$ cat config.mk
export PLATFORM = sky130hd
export DESIGN_NAME = fdr_front
export DESIGN_NICKNAME = d
export VERILOG_FILES = /design/src/hw/rtl/fdr_pkg.sv /design/src/hw/rtl/fdr_front.sv
export SDC_FILE = /design/constraint.sdc
export NUM_CORES = 2
export LEC_CHECK = 0
export CAP_MARGIN = 5
export CORE_UTILIZATION = 65
export CTS_CLUSTER_DIAMETER = 40
export CTS_CLUSTER_SIZE = 10
export DETAILED_ROUTE_END_ITERATION = 8
export DONT_BUFFER_PORTS = 1
export PLACE_DENSITY = 0.81
export SLEW_MARGIN = 20
export SYNTH_ARGS = -nofsm -noshare
export SYNTH_HDL_FRONTEND = slang
export SYNTH_SLANG_ARGS = --single-unit
export TNS_END_PERCENT = 10
$ cat constraint.sdc
create_clock -name clk -period 9.11 [get_ports clk]
set_input_delay 1.3665 -clock clk [delete_from_list [all_inputs] [get_ports clk]]
set_output_delay 1.3665 -clock clk [all_outputs]
set_load 0.05 [all_outputs]
$ cat src/hw/rtl/fdr_pkg.sv
// ----------------------------------------------------------------------------
// fdr_pkg: shared types and constants of the Fresnel reflectance pipeline
// Fixed-point formats, unit widths and the payload that travels with an item.
// ----------------------------------------------------------------------------
package fdr_pkg;

    // Fraction bits of the input vector components.
    localparam int COMPONENT_FRACTION_BITS = 15;
    localparam int TWO_F = 2 * COMPONENT_FRACTION_BITS;

    // Dot product value of one, and the shifts that bring the cosine to Q30.
    localparam logic [63:0] ONE_DOT = 64'(1) << TWO_F;
    localparam int SH_R = (TWO_F >= 30) ? TWO_F - 30 : 0;
    localparam int SH_L = (TWO_F < 30) ? 30 - TWO_F : 0;

    localparam int IDX_W   = 16;                // Q2.14 refraction index
    localparam int COS_W   = 31;                // Q30 value up to one
    localparam int RAD_W   = 61;                // radicand up to 2^60
    localparam int ROOT_W  = 31;
    localparam int ISQ_RW  = RAD_W + 1;         // working width of the root
    localparam int ISQ_STAGES = RAD_W / 2 + 1;
    localparam int DIV_W   = 35;                // divisor and remainder width
    localparam int DIV_Q   = 30;                // quotient bits
    localparam int NUM_W   = IDX_W + COS_W;     // index times Q30 value
    localparam int TERM_W  = 32;                // Q30 terms after the >> 14
    localparam int SQ_W    = 2 * COS_W - 1;     // square of a value up to 2^30
    localparam int REFL_W  = 17;

    localparam logic [RAD_W-1:0]  ONE_SQ   = RAD_W'(1) << 60;
    localparam logic [COS_W-1:0]  Q30_ONE  = COS_W'(1) << 30;
    localparam logic [REFL_W-1:0] REFL_ONE = REFL_W'(65536);
    localparam logic [IDX_W-1:0]  OUTER_RST = 16'd16384;
    localparam logic [IDX_W-1:0]  INNER_RST = 16'd24576;

    typedef enum logic [0:0] {
        CFG_OUTER = 1'b0,
        CFG_INNER = 1'b1
    } cfg_idx_t;

    // Sideband carried alongside an item through the arithmetic units.
    typedef struct packed {
        logic [IDX_W-1:0] n1;
        logic [IDX_W-1:0] n2;
        logic [COS_W-1:0] c;
        logic             tir;
        logic             rs_full;
        logic             rp_full;
    } ray_t;

    typedef struct packed {
        logic              tir;
        logic [IDX_W-1:0]  n2;
        logic [IDX_W-1:0]  n1;
        logic [REFL_W-1:0] refl;
    } res_t;

endpackage

$ cat src/hw/rtl/fdr_front.sv
// ----------------------------------------------------------------------------
// fdr_front: dot product, index selection and incident cosine radicand
// Five stages: products, sum, sign select and clamp, square, 1 - c^2.
// ----------------------------------------------------------------------------
module fdr_front
    import fdr_pkg::*;
(
    input  logic                    clk,
    input  logic                    rst_n,
    input  logic                    en,
    input  logic                    vld_in,
    input  logic signed [15:0]      ix,
    input  logic signed [15:0]      iy,
    input  logic signed [15:0]      iz,
    input  logic signed [15:0]      nx,
    input  logic signed [15:0]      ny,
    input  logic signed [15:0]      nz,
    input  logic [IDX_W-1:0]        outer_index,
    input  logic [IDX_W-1:0]        inner_index,
    output logic                    vld_out,
    output logic [RAD_W-1:0]        rad_out,
    output ray_t                    side_out
);

    logic [4:0]          vld_reg;
    logic signed [31:0]  px_reg, py_reg, pz_reg;
    logic signed [33:0]  dot_reg;
    ray_t                s3_reg, s4_reg, s5_reg;
    logic [SQ_W-1:0]     csq_reg;
    logic [RAD_W-1:0]    rad_reg;

    logic                dot_pos;
    logic signed [33:0]  dot_abs;
    logic [63:0]         mag;
    logic [63:0]         mag_clamped;
    ray_t                s3_next;

    always_comb
    begin
        dot_pos     = dot_reg > 34'sd0;
        dot_abs     = dot_pos ? dot_reg : -dot_reg;
        mag         = 64'($unsigned(dot_abs));
        mag_clamped = (mag > ONE_DOT) ? ONE_DOT : mag;
        s3_next     = '0;
        s3_next.n1  = dot_pos ? inner_index : outer_index;
        s3_next.n2  = dot_pos ? outer_index : inner_index;
        s3_next.c   = COS_W'((mag_clamped >> SH_R) << SH_L);
    end

    always_ff @(posedge clk or negedge rst_n)
    begin
        if (!rst_n)
        begin
            vld_reg <= '0;
        end
        else if (en)
        begin
            vld_reg <= {vld_reg[3:0], vld_in};
        end
    end

    always_ff @(posedge clk)
    begin
        if (en)
        begin
            px_reg  <= ix * nx;
            py_reg  <= iy * ny;
            pz_reg  <= iz * nz;
            dot_reg <= 34'(px_reg) + 34'(py_reg) + 34'(pz_reg);
            s3_reg  <= s3_next;
            csq_reg <= SQ_W'(s3_reg.c) * SQ_W'(s3_reg.c);
            s4_reg  <= s3_reg;
            rad_reg <= ONE_SQ - RAD_W'(csq_reg);
            s5_reg  <= s4_reg;
        end
    end

    assign vld_out  = vld_reg[4];
    assign rad_out  = rad_reg;
    assign side_out = s5_reg;

endmodule

# Word-level counts from Yosys, hierarchy flattened
# Cells that the tools add are included.
dict set report totals {
  ff_bits 446
  latchBits 0
  memories 0
  rom_bits 0
  wordCells 29
  ram_bits 0
}
dict set report op_classes {
  div 0
  bitwise 0
  shift 0
  addsub 4
  n_lt_le_gt_ge 2
  n_mux 3
  reduce_logical 0
  n_eq_ne 0
  n_mul 4
}
# op n
set op_table {}
lappend op_table {{$mul 16x16->32} 3}
lappend op_table {{$mul 31x31->61} 1}
lappend op_table {{$sub 61x61->61 const A} 1}
lappend op_table {{$add 33x32->34} 1}
lappend op_table {{$gt 34x1->1 const B} 1}
lappend op_table {{$gt 34x31->1 const B} 1}
lappend op_table {{$mux 34} 1}
lappend op_table {{$neg 34->34} 1}
lappend op_table {{$add 32x32->33} 1}
lappend op_table {{$mux 16} 2}

# Logic depth before layout (Yosys ltp)
dict set report depth {
  ltp_word 3
  depth_mapped 31
  ltp_nobuf 29
}

# Worst setup path before layout
# No wires, ideal clock.
dict set report synth_path {
  path_type {register to register}
  from {register s3_reg[7] (netlist bit)}
  to {register csq_reg[53] (data pin)}
  path_slack_ps 1458
  path_stages_with_launch 28
  path_buffers 2
  period_less_slack_ps 7652
  required_ps 8814
  arrival_time_ps 7356
  cell_sequence {edfxtp_1 clkbuf_1 clkbuf_1 nand2_1 fa_1 inv_1 fa_1 fa_1 inv_1 fa_1 inv_1 fa_1 inv_1 fa_1 inv_1 fa_1 inv_1 fa_1 inv_1 ha_1 nand2_1 nor2_1 a31o_2 a21oi_1 o211ai_1 a31oi_1 o311ai_0 o311ai_0}
}
dict set report synth_between {
  elab_chain_len 1
}
# element line
set synth_rtl {}
lappend synth_rtl {{from (decl)} fdr_front.sv:28} ;# ray_t s3_reg, s4_reg, s5_reg;
lappend synth_rtl {{from (signal assigned)} fdr_front.sv:70} ;# s3_reg <= s3_next;
lappend synth_rtl {{$mul 31x31->61} fdr_front.sv:71} ;# csq_reg <= SQ_W'(s3_reg.c) * SQ_W'(s3_reg.c);
lappend synth_rtl {{to (signal assigned)} fdr_front.sv:71}
lappend synth_rtl {{to (decl)} fdr_front.sv:29} ;# logic [SQ_W-1:0] csq_reg;
# Every way passes these cells.
# A chain may end at the register's enable or synchronous reset.

# Final worst setup path
dict set report layout_path {
  from {register s3_reg[8] (netlist bit)}
  to {register csq_reg[59] (data pin)}
}
# Same word-level chain as after synthesis.

==> run metrics <==
Via Count=50,197; asr flop ratio synth=0.0113; Skew-Pair Late Insertion Delay=630 ps; DP Wirelength=143,000 um; fin crit share=0.963; CTS tree=yes; Post-synth EDFFs=437; GRT Total Usage=0.319; final setup TNS=0 ps; Setup crit end kind=register; antenna cell count=0; Slowest cell on crit path=edfxtp_1; r2r setup slk=340 ps; Clock Tree Root=clkbuf_16; critical path class=reg2reg; max cap viols=0; distinct cell type count after synthesis=82; post-route ant nets=0; CP Max Fanout=14; Hold Crit Depth=0; main combinational cell family by area after synthesis=adder cells; CP required=9480 ps; core box area=0.113 mm^2; Routed WL=178,000 um; fin crit period=8770 ps; Synth area leader=fa_1; CP top delay family=adder cells; hold path start=s3_reg[39]$_DFFE_PP_; CP Cell Sequence=inv_1, nor2_1, fa_1, fa_1, fa_1, fa_1, fa_1, ha_1, fa_1, inv_1, fa_1, inv_1, ha_1, nand2_1, o21ai_0, a31oi_1, o21ai_0, o21ai_0, a32oi_1, a221oi_1, o41ai_1, o221ai_1, xnor2_1; Synth Area in Simple Gates=0.124; RR Startpoint=s3_reg[8]$_SDFFCE_PN0P_; Max Clock Freq=0.114 GHz; Reg2Reg Capture Point=csq_reg[59]$_DFFE_PP_; clock slew seen by the registers of the worst setup and hold paths=60 ps; syn avg cell area=10.2 um^2; XOR/XNOR share of the synthesized area=0.0345; cell mode on critical path=fa_1; largest cells by area after synthesis=fa_1 42%, edfxtp_1 18%, ha_1 9.1%; clk buf depth=3; CP Data Arrival Time=9140 ps; Yosys reg bits=442; sequential area share after synthesis=0.178; Die Ht=340 um; Primary FF master, synth=edfxtp_1; commonest non-fill, non-tap cell in the layout=inv_1; Setup Skew=31.1 ps; CP Buf/Inv Count=3; initial core utilization=0.659; I/O pin cnt=260; area grow syn2layout=5.16%; status=finished clean; commonest non-fill, non-tap cells in the layout=1,798 x inv_1, 1,567 x fa_1, 884 x nand2_1, 542 x ha_1, 499 x and2_1; PostCTS Resize Cnt=0; antenna violations before repair=3; final hold violation count=0; row count=123; number of clock sinks=442; Total Nets Final=9,475; first-pass GRT wire length=288,000 um; unrepaired setup endpoints after global routing=no; top cell type's share of synthesized area=0.421; vias in the first global route=55,410; number of iterations in the first detailed-routing pass=6; R2R cell count=23; H-tree depth=3; Final GP Congestion=1.02; mapped cell area=0.0744 mm^2; Largest stage delay, worst path=880 ps; Slew Viols, Final=0; DRC Markers=0; Post-Syn Instances=7,327; Via-to-Cell Ratio=5.71; Slew HR=0.289; Fin Hold WS=409 ps; largest net degree at the start of global routing=443; layout cells sized above 1=0.0302; Worst Max-Slew Pin Slew=1070 ps; die area=0.116 mm^2; I/O Buffers=0; Chip Width=340 um; CP Launch Type=register; Ys Warns=0; hold crit path type=reg2reg; DRT iter0 DRCs=3,912; endpoints failing setup=0; Remaining Overflow, GRT=0; compound-cell area share of the yosys netlist=0.0461; post-DR wirelength/cell=20.2 um; Hold EP=s4_reg[39]$_DFFE_PP_; mux cell area share after synthesis=0.00175; Inserted Clock Buffers=73; Adder-Cell Fraction of Synth Area=0.513
worst max-delay path by stage:
stage	to	from	slack [ps]	depth (start not counted)
global route	csq_reg[52]$_DFFE_PP_	s3_reg[15]$_SDFFCE_PN0P_	90	25
detailed placement	csq_reg[52]$_DFFE_PP_	s3_reg[26]$_SDFFCE_PN0P_	200	23
finish	csq_reg[59]$_DFFE_PP_	s3_reg[8]$_SDFFCE_PN0P_	340	23
global placement	csq_reg[52]$_DFFE_PP_	s3_reg[26]$_SDFFCE_PN0P_	370	23
CTS	csq_reg[52]$_DFFE_PP_	s3_reg[26]$_SDFFCE_PN0P_	170	23
floorplan	csq_reg[53]$_DFFE_PP_	s3_reg[7]$_SDFFCE_PN0P_	1460	27
through the flow:
stage / utilization / cell area [um^2] / instances / worst slack [ps]
2_1_floorplan: - / 74400 / 7329 / 1460
5_1_grt: 0.693 / 78300 / 8785 / 88.0
3_5_place_dp: 0.671 / 75800 / 8651 / 198
3_3_place_gp: 0.671 / 75800 / 8651 / 367
6_report: 0.693 / 78300 / 8785 / 339
4_1_cts: 0.692 / 78200 / 8777 / 170
synthesized netlist by cell type, types with 6 or more instances:
| cell type | count |
|---|---|
| a21o_1 | 79 |
| o21bai_1 | 27 |
| o31ai_1 | 16 |
| ha_1 | 542 |
| nor2_1 | 206 |
| a31oi_1 | 18 |
| nand4_1 | 20 |
| nor4_1 | 12 |
| a31o_2 | 7 |
| inv_1 | 1798 |
| xnor2_1 | 196 |
| and2_1 | 499 |
| or4_1 | 10 |
| mux2_2 | 8 |
| a211oi_1 | 20 |
| edfxtp_1 | 437 |
| o21ai_0 | 98 |
| or2_2 | 10 |
| fa_1 | 1567 |
| a21oi_1 | 153 |
| or3_1 | 22 |
| o22ai_1 | 6 |
| nand3_1 | 44 |
| nand2_1 | 884 |
| buf_2 | 6 |
| nor3_1 | 58 |
| nor2b_1 | 25 |
| nand2b_1 | 68 |
| xor2_1 | 97 |
| o211ai_1 | 13 |
| clkbuf_1 | 215 |
| o21a_1 | 25 |
| and3_1 | 17 |
what timing repair did:
action / 4_1_cts / 5_1_grt
buffers inserted: 0 / 8
hold endpoints to repair: 0 / 0
endpoints found under the setup margin: 0 / 1
hold buffers: 0 / 0
cells by family (layout without fill, tap and decap cells):
family | after synthesis | count (layout)
AO/OA/AOI/OAI | 529 | 529
XOR/XNOR | 293 | 293
adder cells (fa/ha/maj) | 2109 | 2109
buffers and inverters | 2032 | 1988
flip-flops | 442 | 442
multiplexers | 12 | 12
other | 1 | 3
AND/OR/NAND/NOR | 1909 | 1909
final cells by class:
cell class / count / area, um^2
clock buffer: 83 / 1890
clock inverter: 43 / 482
fill: 8152 / 34700
inverter: 1801 / 6760
multi-input combinational: 4855 / 53600
sequential: 442 / 13200
tap: 1500 / 1880
timing repair buffer: 61 / 470
metal layers:
metal	share of wire	vias to the layer above	track usage
li1	-	21908	-
met1	0.37	25425	0.400
met2	0.50	2301	0.541
met3	0.084	557	0.0614
met4	0.048	6	0.136
met5	0.00034	-	0.00327
Power is left out: the tool's default activity adds up to more than one toggle a clock period on the data nets, which glitch-free logic cannot reach.
